File: src/sv/rpt_pkg.sv
// rpt_pkg: shared types and constants of the rtd pid tec controller
// no dependencies; every other file of the block imports it
`default_nettype none

package rpt_pkg;

   // field widths
   localparam int TEMP_W   = 17;
   localparam int GAIN_W   = 16;
   localparam int DUTY_W   = 16;
   localparam int INTEG_W  = 13;
   localparam int MAG_W    = 17;

   // configuration port
   localparam int CSR_IDX_W  = 3;
   localparam int CSR_DATA_W = 17;

   localparam logic [CSR_IDX_W-1:0] CSR_TARGET_TEMP = 3'd0;
   localparam logic [CSR_IDX_W-1:0] CSR_GAIN_P      = 3'd1;
   localparam logic [CSR_IDX_W-1:0] CSR_GAIN_I      = 3'd2;
   localparam logic [CSR_IDX_W-1:0] CSR_GAIN_D      = 3'd3;
   localparam logic [CSR_IDX_W-1:0] CSR_PWM_PERIOD  = 3'd4;

   // register reset values
   localparam logic signed [TEMP_W-1:0] TARGET_RESET = 17'sd2500;
   localparam logic [GAIN_W-1:0]        GAIN_P_RESET = 16'd256;
   localparam logic [GAIN_W-1:0]        GAIN_I_RESET = 16'd0;
   localparam logic [GAIN_W-1:0]        GAIN_D_RESET = 16'd0;
   localparam logic [DUTY_W-1:0]        PERIOD_RESET = 16'd65535;

   localparam logic signed [TEMP_W-1:0] TARGET_MIN = -17'sd50000;
   localparam logic signed [TEMP_W-1:0] TARGET_MAX = 17'sd50000;

   // serial unit widths
   localparam int MUL_MC_W = 40;
   localparam int MUL_MP_W = 32;
   localparam int MUL_P_W  = 64;
   localparam int RAD_W    = 64;
   localparam int ROOT_W   = 32;
   localparam int DIV_N_W  = 46;
   localparam int DIV_D_W  = 29;
   localparam int DIV_Q_W  = 16;
   localparam int DRIVE_ACC_W = 40;
   localparam int DRIVE_W     = 22;

   // callendar-van dusen inversion, scaled by 2^32 under the root
   localparam logic [RAD_W-1:0]    SQRT_BASE     = 64'd1527480889 << 32;
   localparam logic [27:0]         CVD_K         = 28'd231000000;
   localparam logic [ROOT_W-1:0]   ROOT_ZERO     = 32'd2561343488;
   localparam logic [15:0]         T_SCALE       = 16'd50000;
   localparam logic [DIV_D_W-1:0]  DIV_TEMP      = 29'd378470400;
   localparam logic [DIV_D_W-1:0]  DIV_TEMP_HALF = 29'd189235200;
   localparam logic [DIV_Q_W-1:0]  COLD_LIMIT    = 16'd10000;

   // pid constants
   localparam logic [DIV_D_W-1:0]  DIV_TEN    = 29'd10;
   localparam logic [MAG_W-1:0]    INC_ROUND  = 17'd5;
   localparam logic [INTEG_W-1:0]  INTEG_MAX  = 13'd5000;
   localparam logic [DRIVE_W-1:0]  DRIVE_FULL = 22'd2560000;

   // sequencer states
   typedef enum logic [3:0] {
      ST_IDLE,
      ST_MUL_D,
      ST_SQRT,
      ST_MUL_T,
      ST_DIV_T,
      ST_DIV_I,
      ST_MUL_P,
      ST_MUL_I,
      ST_MUL_K,
      ST_CLAMP,
      ST_MUL_Y,
      ST_DIV_Y,
      ST_OUT
   } ctl_state_type;

   // requests to the serial units
   typedef struct packed {
      logic                       start;
      logic signed [MUL_MC_W-1:0] mcand;
      logic [MUL_MP_W-1:0]        mplier;
   } mul_req_type;

   typedef struct packed {
      logic             start;
      logic [RAD_W-1:0] radicand;
   } sqrt_req_type;

   typedef struct packed {
      logic               start;
      logic [DIV_N_W-1:0] num;
      logic [DIV_D_W-1:0] divisor;
   } div_req_type;

endpackage

`default_nettype wire

File: src/sv/rpt_serial_sqrt.sv
// rpt_serial_sqrt: restoring integer square root, one root bit per cycle
// depends on rpt_pkg (sqrt_req_type, widths)
`default_nettype none

module rpt_serial_sqrt
   import rpt_pkg::*;
(
   input  logic              clock,
   input  logic              reset,
   input  sqrt_req_type      req,
   output logic              done,
   output logic [ROOT_W-1:0] root
);

   localparam int REM_W = ROOT_W + 1;
   localparam int CNT_W = $clog2(ROOT_W);

   logic              busy_ff;
   logic              done_ff;
   logic [CNT_W-1:0]  cnt_ff;
   logic [RAD_W-1:0]  x_ff;
   logic [REM_W-1:0]  rem_ff;
   logic [ROOT_W-1:0] root_ff;
   logic [REM_W+1:0]  rem_shift;
   logic [REM_W+1:0]  trial;
   logic              fits;

   // bring down the next two radicand bits and try root*4+1
   assign rem_shift = {rem_ff, x_ff[RAD_W-1 -: 2]};
   assign trial     = {1'b0, root_ff, 2'b01};
   assign fits      = (rem_shift >= trial);

   // control
   always_ff @(posedge clock) begin
      if (reset) begin
         busy_ff <= 1'b0;
         done_ff <= 1'b0;
         cnt_ff  <= '0;
      end else if (req.start) begin
         busy_ff <= 1'b1;
         done_ff <= 1'b0;
         cnt_ff  <= '0;
      end else if (busy_ff) begin
         cnt_ff <= cnt_ff + CNT_W'(1);
         if (cnt_ff == CNT_W'(ROOT_W - 1)) begin
            busy_ff <= 1'b0;
            done_ff <= 1'b1;
         end
      end else begin
         done_ff <= 1'b0;
      end
   end

   // one root bit per step
   always_ff @(posedge clock) begin
      if (req.start) begin
         x_ff    <= req.radicand;
         rem_ff  <= '0;
         root_ff <= '0;
      end else if (busy_ff) begin
         x_ff    <= x_ff << 2;
         rem_ff  <= fits ? REM_W'(rem_shift - trial) : REM_W'(rem_shift);
         root_ff <= {root_ff[ROOT_W-2:0], fits};
      end
   end

   assign done = done_ff;
   assign root = root_ff;

endmodule

`default_nettype wire

File: config.mk
export PLATFORM = sky130hd
export DESIGN_NAME = rpt_serial_sqrt
export DESIGN_NICKNAME = d
export VERILOG_FILES = /design/src/sv/rpt_pkg.sv /design/src/sv/rpt_serial_sqrt.sv
export SDC_FILE = /design/constraint.sdc
export NUM_CORES = 1
export LEC_CHECK = 0
export BUFFER_PORTS_ARGS = -buffer_cell sky130_fd_sc_hd__buf_2
export CAP_MARGIN = 20
export CORE_MARGIN = 2
export CORE_UTILIZATION = 50
export CTS_BUF_LIST = sky130_fd_sc_hd__clkbuf_8 sky130_fd_sc_hd__clkbuf_16
export CTS_CLUSTER_SIZE = 30
export DETAILED_ROUTE_END_ITERATION = 8
export PLACE_DENSITY = 0.71
export SLEW_MARGIN = 20
export SYNTH_ARGS = -nofsm -noshare
export SYNTH_HDL_FRONTEND = slang
export SYNTH_SLANG_ARGS = --single-unit
export TNS_END_PERCENT = 1
File: constraint.sdc
create_clock -name clock -period 2.75 [get_ports clock]
set_input_delay 0.1375 -clock clock [delete_from_list [all_inputs] [get_ports clock]]
set_output_delay 0.1375 -clock clock [all_outputs]
set_load 0.02 [all_outputs]
==> results.cfg, run 1 <==
[pwr]
seqPwrFrac_pct = 24.3
clock_power_share_pct = 23.2
p_total_uw = 10600
switching_share_pct = 37.3
p_int_uw = 6620
leakage_uw = 0.00412
ir_drop_uv = 672
p_comb_share_pct = 52.6
power.density_mw_per_mm2 = 1090
p_sw_uw = 3940

[detailed_routing]
routedWlPerCell_um = 16.0
drt.antenna.violating_nets = 0
dr.pass1.iters = 5
vias_per_cell = 5.47
drc = 0
routed_wirelength_mm = 17.9
num_vias = 6099
drtIter0Drc = 353

[floorplanning]
rows = 45
die_w_um = 127
initial_core_util_pct = 50.5
core_region_area_mm2 = 0.0150
io_pins = 100
die_h_um = 127
die_area_mm2 = 0.0162

[setup_path]
r2r_cells = 11
worstSetupStartpoint = root[24]$_SDFFE_PP0P_
critical_path_class = reg -> reg
r2r_setup_slack_ns = 0.02
worstPathArrival_ns = 3.01
end_kind = register
cp_max_fo = 14
endpoint = rem_ff[8]$_SDFFE_PP0P_
crit_path_start_kind = register
r2r-end = rem_ff[8]$_SDFFE_PP0P_
reg2reg_from = root[24]$_SDFFE_PP0P_
critPathRequiredTime_ns = 3.03

[timing]
setup-tns-final_ns = 0
max_slew_margin_pct = 61.5
finalSetupViolCount = 0
slew_viol_final = 0
clock.fmax_mhz = 366
skew_ns = 0.00871
fin_ws_ns = 0.0196
finalCritPeriodShare_pct = 99.3
rsz0062_at_grt = yes
finalHoldViolCount = 0
whs_ns = 0.0147
worstMarginPinSlew_ns = 0.573
fin_crit_ns = 2.73

[layout]
area.growth.synth_to_final_pct = 27.9
drive_gt1_share_pct = 34.4
n_antenna_cell = 0
fin_util_pct = 64.6
fin_nets = 1016

[synth]
synthesis.area_mm2 = 0.00759
synth-edff-count = 64
seq_area_frac_synth_pct = 44.3
yosys-top-cells-count = nor2_1 (83), dfxtp_1 (72), edfxtp_1 (64)
syn_inst = 744
yosys_warnings = 0
synth_cell_types = 64
postSynthAreaPerCell_um2 = 10.2
synth_most_common_cell = nor2_1
async_reset_ff_share_pct = 0
synth_flop_cell = dfxtp_1
synth_top_area_share_pct = 25.3
synth-seq-cells = 136
ys_top_cells_by_area = edfxtp_1 (25%), dfxtp_1 (19%), mux2_2 (9.2%)
yosysTopAreaCell = edfxtp_1
syn_nets = 847

[grt]
met3_usage_pct = 6.83
antenna_found_initial = 0
grt_max_degree = 94
grt_pass1_wl_mm = 29.5
overflow = 0
grt.busiest_layer = met2
grt_use_met1_pct = 28.2
grt_use_met2_pct = 36.9
grt_usage_pct = 22.5
grt_pass1_vias = 6245

[hold_path]
hold_class = in -> reg

[clock_network]
cts_root_buf = clkbuf_16
cts_buffer_depth = 2
insertion_delay_ns = 0.43
cts_sinks = 136
clk_pin_slew_ns = 0.06
cts_max_level = 4
cts_tree = yes
cts_made_buffers = 17

[outcome]
status = finished, final reports clean

[flow_run]
cap_violations = 0

[place]
place_congestion = 0.926
pre_cts_ws_ns = -0.0780
hpwl_mm = 12.5
port_buffers = 99
-- layer usage --
layer | wire length [um] | share of wire, %
met1 | 7940 | 44
met2 | 8650 | 48
met3 | 1010 | 5.7
met4 | 267 | 1.5
met5 | 0 | 0
-- layout make-up --
class | count | area, um^2
clock buffer | 17 | 425
multi-input combinational | 523 | 4070
clock inverter | 15 | 201
inverter | 44 | 165
tap | 188 | 235
timing repair buffer | 191 | 1240
fill | 1173 | 5330
sequential | 136 | 3370
-- kinds of logic (layout without fill, tap and decap cells) --
family          Yosys count  count (layout)  share of synthesized area (%)
compound gates          145             145                           13.2
xor+xnor                 31              31                           3.58
fa+ha+maj                36              36                           5.93
buf+inv                  85             267                           4.70
flops                   136             136                           44.3
mux                     118             118                           16.6
simple gates            193             193                           11.7
-- worst min path at each step --
| stage | cells past startpoint | from | end | slack [ns] |
|---|---|---|---|---|
| floorplan | 1 | reset | busy_ff$_SDFF_PP0_ | 0.21 |
| global placement | 2 | reset | busy_ff$_SDFF_PP0_ | 0.30 |
| detailed placement | 2 | reset | busy_ff$_SDFF_PP0_ | 0.31 |
| CTS | 2 | req[36] | x_ff[36]$_DFFE_PP_ | 0.001 |
| global route | 2 | req[56] | x_ff[56]$_DFFE_PP_ | 0.003 |
| finish | 2 | req[32] | x_ff[32]$_DFFE_PP_ | 0.01 |
-- critical path: stages (launching register included) --
cell and delay, ns:
dfxtp_1 0.38, inv_1 0.06, ha_1 0.37, nand3_1 0.18, nor2_1 0.07, and3_1 0.19
a41oi_1 0.29, and3_1 0.23, a21bo_4 0.21, buf_6 0.23, mux2i_1 0.25, o21ai_0 0.11
-- registers in the layout, summed over array words and instances, names as in the netlist --
name	flops
busy_ff	1
cnt_ff	5
done	1
rem_ff	33
root	32
x_ff	64
-- power groups by stage --
stage / clock network (uW) / logic [uW] / registers, uW
after floorplan: 0 / 3670 / 2540
after global placement: 0 / 4930 / 2580
after detailed placement: 0 / 5020 / 2580
after CTS: 2480 / 5170 / 2550
after global routing: 2560 / 6040 / 2590
final: 2450 / 5550 / 2570
-- metrics by stage --
step / cell area (um^2) / std cells
3_3_place_gp: 8790 / 1073
4_1_cts: 9500 / 1111
2_1_floorplan: 7590 / 744
6_report: 9710 / 1114
5_1_grt: 9710 / 1114
3_5_place_dp: 8790 / 1073
-- what timing repair did --
item | 4_1_cts | 5_1_grt
pin swaps | 3 | 24
endpoints found under the setup margin | 26 | 31
setup buffers | 2 | 4
endpoints found under the hold margin | 4 | 0
hold buffers | 4 | 0
resized for setup | 5 | 37
-- cells in the final DEF, fill, tap and decap left out, drive strengths merged, types with 6 or more instances in the layout --
cell,netlist,final
buf,20,187
xnor2,16,16
mux2i,56,56
mux2,62,62
ha,36,36
nand4,7,7
o21ai,28,28
nor2,83,83
clkbuf,21,17
nand3,11,11
a211oi,23,23
edfxtp,64,64
xor2,15,15
a21oi,38,38
nand2,43,43
dfxtp,72,72
o31ai,6,6
nor2b,6,6
inv,44,49
nor3,6,6
and2,7,7
Note: power is estimated with default switching activity, not from simulation.
==> run 2: changes to the inputs <==
--- a/config.mk
+++ b/config.mk
@@ -9,10 +9,9 @@
 export CAP_MARGIN = 20
 export CORE_MARGIN = 2
 export CORE_UTILIZATION = 50
-export CTS_BUF_LIST = sky130_fd_sc_hd__clkbuf_8 sky130_fd_sc_hd__clkbuf_16
 export CTS_CLUSTER_SIZE = 30
 export DETAILED_ROUTE_END_ITERATION = 8
-export PLACE_DENSITY = 0.71
+export PLACE_DENSITY = 0.75
 export SLEW_MARGIN = 20
 export SYNTH_ARGS = -nofsm -noshare
 export SYNTH_HDL_FRONTEND = slang
==> run 2 against run 1 <==
Compared with the run above: non-clock buffer count down 3; global-route usage fell by 1.1 points; clock-buffer cell count is 1 higher; utilization down 0.40 points; sequential power is essentially flat; worst hold slack lost 0.00099 ns; worst setup slack improved by 0.11 ns; critical path depth did not move; clock power shrank 9.4%; via count fell by 0.33%; final cell count decreased by 0.27%; critical path type unchanged; largest power group unchanged; highest routed layer unchanged.
==> results.cfg, run 2 (synthesized netlist as in run 1, its figures left out) <==
[detailed_routing]
num_vias = 6079
drt.antenna.violating_nets = 0
drc = 0
drtIter0Drc = 449
vias_per_cell = 5.47
routedWlPerCell_um = 15.5
dr.pass1.iters = 5
routed_wirelength_mm = 17.3

[timing]
rsz0062_at_grt = yes
max_slew_margin_pct = 43.0
skew_ns = 0.00684
fin_ws_ns = 0.125
slew_viol_final = 0
clock.fmax_mhz = 381
fin_crit_ns = 2.62
finalSetupViolCount = 0
finalCritPeriodShare_pct = 95.4
finalHoldViolCount = 0
worstMarginPinSlew_ns = 0.855

[layout]
mostFrequentLayoutCells = buf_2 (98), nor2_1 (83), buf_4 (76)
area.growth.synth_to_final_pct = 27.1
fin_nets = 1013
drive_gt1_share_pct = 33.8
largest_reg_flops = 64
design_area_mm2 = 0.00965
layout_commonest_cell = buf_2
largest_register = x_ff
n_antenna_cell = 0

[setup_path]
crit_path_start_kind = register
r2r_setup_slack_ns = 0.13
critical_path_class = reg -> reg
crit_slowest_cell = or4_1
end_kind = register
critPathRequiredTime_ns = 3.12
worst-path-buf-inv = 2
crit_family = simple AND/OR/NAND/NOR gates
crit_chain = inv_1 -> ha_2 -> a21oi_1 -> o21ai_1 -> or4_1 -> o21ai_2 -> nand4_1 -> buf_4 -> nand3_1 -> or4b_1 -> nand2_1
cp_max_fo = 6
worstPathArrival_ns = 3.00
crit_path_max_incr_delay_ns = 0.46

[floorplanning]
die_area_mm2 = 0.0162
initial_core_util_pct = 50.5
io_pins = 100
core_region_area_mm2 = 0.0150
die_h_um = 127
rows = 45
die_w_um = 127

[grt]
grt_max_degree = 87
grt_pass1_vias = 5763
grt_usage_pct = 21.4
grt_pass1_wl_mm = 27.8
antenna_found_initial = 0
overflow = 0

[clock_network]
cts_buffer_depth = 2
cts_tree = yes
cts_sinks = 136
cts_max_level = 4
cts_made_buffers = 17
insertion_delay_ns = 0.42
cts_root_buf = clkbuf_16
clk_pin_slew_ns = 0.07

[flow_run]
cap_violations = 0

[place]
place_congestion = 0.913
port_buffers = 99
place_area_mm2 = 0.00875
hpwl_mm = 11.7
pre_cts_ws_ns = 0.0104

[pwr]
ir_drop_uv = 682
leakage_uw = 0.00407
power.density_mw_per_mm2 = 1070

[hold_path]
hold_class = in -> reg

[outcome]
status = finished, final reports clean
==> run 2: cell types whose count changed in the layout (fill, tap and decap cells not counted), moves of 2 or more <==
cell,previous run,this run
dlygate4sd3_1,4,9
bufinv_16,4,1
inv_6,2,6
o311ai_2,0,2
ha_2,1,3
a2111oi_2,1,3
a2111oi_1,3,0
a21oi_2,4,2
buf_6,4,2
buf_4,83,76
==> run 2: layout make-up <==
cell class | count | area (um^2)
fillers | 1258 | 5390
multi-input cells | 523 | 4070
flip-flops and latches | 136 | 3370
repair buffers | 188 | 1230
clock buffers | 18 | 429
well taps | 188 | 235
inverters | 44 | 165
clock inverters | 14 | 139
==> run 2: timing repair <==
item | 4_1_cts | 5_1_grt
resized for setup | 1 | 37
endpoints found under the setup margin | 1 | 29
endpoints found under the hold margin | 9 | 0
pin swaps | 0 | 12
buffers inserted | 0 | 3
hold buffers | 9 | 0
==> run 2: power by group <==
group | switching, uW | leakage [uW] | internal [uW]
combinational | 2870 | 0.00257 | 2700
sequential | 167 | 0.00123 | 2390
clock | 954 | 0.000272 | 1270
==> run 2: through the flow <==
stage               util (%)  hold WS (ns)  setup TNS (ns)  std cells  total power [uW]
floorplan                  -         0.210               0        744              6210
global placement        58.2         0.305               0       1067              7540
detailed placement      58.2         0.302               0       1067              7590
CTS                     62.6      0.000114               0       1108              9890
global route            64.2       0.00283          -0.137       1111             11000
finish                  64.2        0.0137               0       1111             10400
==> run 2: path summary, 6_finish.rpt <==
path                                 from                 endpoint  cells past startpoint
setup reg to reg     root[9]$_SDFFE_PP0P_  rem_ff[32]$_SDFFE_PP0P_                     11
hold reg to reg   rem_ff[31]$_SDFFE_PP0P_  rem_ff[31]$_SDFFE_PP0P_                      2
hold / removal                    req[46]       x_ff[46]$_DFFE_PP_                      2
setup / recovery     root[9]$_SDFFE_PP0P_  rem_ff[32]$_SDFFE_PP0P_                     11
==> run 2: metal layers <==
layer	track usage, %	up-vias	share of wire, %
li1	-	3037	-
met1	29.5	2887	48
met2	34.0	141	47
met3	4.90	14	4.1
met4	6.14	0	1.1
met5	0	-	0
==> run 3: changes to the inputs <==
--- a/config.mk
+++ b/config.mk
@@ -12,6 +12,7 @@
 export CTS_CLUSTER_SIZE = 30
 export DETAILED_ROUTE_END_ITERATION = 8
 export PLACE_DENSITY = 0.75
+export REMOVE_ABC_BUFFERS = 1
 export SLEW_MARGIN = 20
 export SYNTH_ARGS = -nofsm -noshare
 export SYNTH_HDL_FRONTEND = slang
==> run 3 against run 2 <==
Compared with the run above: worst setup slack got worse by 0.089 ns; combinational power fell by 0.9%; utilization decreased by 0.62 points; flip-flop and latch count unchanged; clock power increased by 2%; sequential power is essentially flat; total power is 0.11% higher; clock-buffer cell count increased by 4; via count shrank 0.54%; die area stayed put; critical path type unchanged; largest cell class unchanged; largest power group unchanged.
==> results.cfg, run 3 (synthesized netlist as in run 1, its figures left out) <==
[outcome]
status = finished, final reports clean

[setup_path]
worst-path-buf-inv = 2
r2r-end = rem_ff[31]$_SDFFE_PP0P_
reg2reg_from = root[1]$_SDFFE_PP0P_
path_common_cell = o21ai_2
crit_family = compound AO/OA/AOI/OAI gates
worstSetupStartpoint = root[1]$_SDFFE_PP0P_
crit_chain = inv_1 -> ha_4 -> o211ai_1 -> o21ai_2 -> o311ai_4 -> a2111oi_4 -> o21ai_2 -> a21bo_1 -> buf_12 -> or4_4 -> nand3_1
crit_path_max_incr_delay_ns = 0.53
critical_path_class = reg -> reg
critPathRequiredTime_ns = 3.11
end_kind = register
cp_max_fo = 26
r2r_setup_slack_ns = 0.04
worstPathArrival_ns = 3.07
crit_path_start_kind = register
r2r_cells = 11
crit_slowest_cell = or4_4

[detailed_routing]
drtIter0Drc = 547
num_vias = 6046
drc = 0
vias_per_cell = 5.50
routedWlPerCell_um = 15.9
drt.antenna.violating_nets = 0
dr.pass1.iters = 5
routed_wirelength_mm = 17.4

[timing]
max_slew_margin_pct = 46.8
worstMarginPinSlew_ns = 0.798
slew_viol_final = 0
fin_crit_ns = 2.71
skew_ns = 0.00731
clock.fmax_mhz = 368
rsz0062_at_grt = yes
finalCritPeriodShare_pct = 98.7
finalHoldViolCount = 0
finalSetupViolCount = 0

[place]
port_buffers = 99
place_congestion = 0.950
hpwl_mm = 12.0
place_area_mm2 = 0.00872

[floorplanning]
rows = 45
die_area_mm2 = 0.0162
core_region_area_mm2 = 0.0150
initial_core_util_pct = 50.5
die_h_um = 127
io_pins = 100
die_w_um = 127

[clock_network]
cts_root_buf = clkbuf_16
cts_tree = yes
insertion_delay_ns = 0.42
cts_sinks = 136
cts_buffer_depth = 2
cts_max_level = 4
cts_made_buffers = 17
clk_pin_slew_ns = 0.06

[grt]
grt_usage_pct = 22.1
grt_max_degree = 97
overflow = 0
grt_pass1_vias = 5951
grt_pass1_wl_mm = 28.8
antenna_found_initial = 1

[layout]
nFillCells = 1273
largest_reg_flops = 64
design_area_mm2 = 0.00955
largest_register = x_ff
drive_gt1_share_pct = 34.0
mostFrequentLayoutCells = buf_2 (98), nor2_1 (82), buf_4 (73)
n_antenna_cell = 0
area.growth.synth_to_final_pct = 25.8
layout_commonest_cell = buf_2
fin_nets = 1001

[flow_run]
cap_violations = 0

[pwr]
p_int_uw = 6480
p_total_uw = 10400
leakage_uw = 0.00402
clock_power_share_pct = 21.9
ir_drop_uv = 1010
power.density_mw_per_mm2 = 1080
seqPwrFrac_pct = 24.9
switching_share_pct = 37.5
p_sw_uw = 3880
p_comb_share_pct = 53.3

[hold_path]
holdPathEnd = x_ff[1]$_SDFFCE_PN0P_
min_from = req[1]
hold_class = in -> reg
min_path_cells = 2
[run 3: power by group through the flow]
stage | Combinational, uW | Clock [uW] | Sequential (uW)
finish | 5520 | 2270 | 2580
CTS | 5180 | 2310 | 2570
floorplan | 3300 | 0 | 2570
global placement | 5070 | 0 | 2580
global route | 6010 | 2380 | 2600
detailed placement | 5090 | 0 | 2590
[run 3: timing repair]
item / in CTS / in global routing
resized for setup: 6 / 32
pin swaps: 2 / 15
buffers inserted: 0 / 3
endpoints found under the setup margin: 3 / 23
hold buffers: 2 / 0
endpoints found under the hold margin: 2 / 0
[run 3: worst max-delay path by stage]
stage | depth (start not counted) | slack, ns | to
after global routing | 9 | -0.06 | rem_ff[26]$_SDFFE_PP0P_
final | 11 | 0.04 | rem_ff[31]$_SDFFE_PP0P_
after detailed placement | 11 | -0.05 | rem_ff[31]$_SDFFE_PP0P_
after global placement | 10 | 0.07 | rem_ff[26]$_SDFFE_PP0P_
after CTS | 11 | 0.02 | rem_ff[31]$_SDFFE_PP0P_
after floorplan | 2 | -2.01 | x_ff[0]$_SDFFCE_PN0P_
[run 3: area by class of cell]
type	count	area (um^2)	share of cell area, %
tap	188	235	2.46
clock inverter	10	121	1.27
clock buffer	22	464	4.86
timing repair buffer	176	1120	11.7
inverter	44	165	1.73
sequential	136	3370	35.3
multi-input combinational	523	4070	42.6
[run 3: stage by stage]
step	utilization, %	setup TNS (ns)	hold WS, ns	instances	setup slack [ns]
2_1_floorplan	-	-149.38	0.210	703	-2.01
3_3_place_gp	58.0	0	0.302	1062	0.0680
3_5_place_dp	58.0	-0.0490	0.303	1062	-0.0490
4_1_cts	62.5	0	0.000246	1096	0.0191
5_1_grt	63.5	-0.253	0.00220	1099	-0.0637
6_report	63.5	0	0.0140	1099	0.0360
[run 3: routing by layer]
layer | part of all wire, % | track usage, % | up-vias
met5 | 0 | 0 | -
met4 | 1.3 | 5.95 | 0
met2 | 46 | 35.2 | 191
met1 | 45 | 28.9 | 2829
li1 | - | - | 3003
met3 | 7.3 | 7.54 | 23
[run 3: worst register-to-register path, stage by stage (launching register included)]
cell,delay [ns]
dfxtp_2,0.35
inv_1,0.08
ha_4,0.26
o211ai_1,0.10
o21ai_2,0.25
o311ai_4,0.12
a2111oi_4,0.38
o21ai_2,0.09
a21bo_1,0.21
buf_12,0.17
or4_4,0.53
nand3_1,0.11
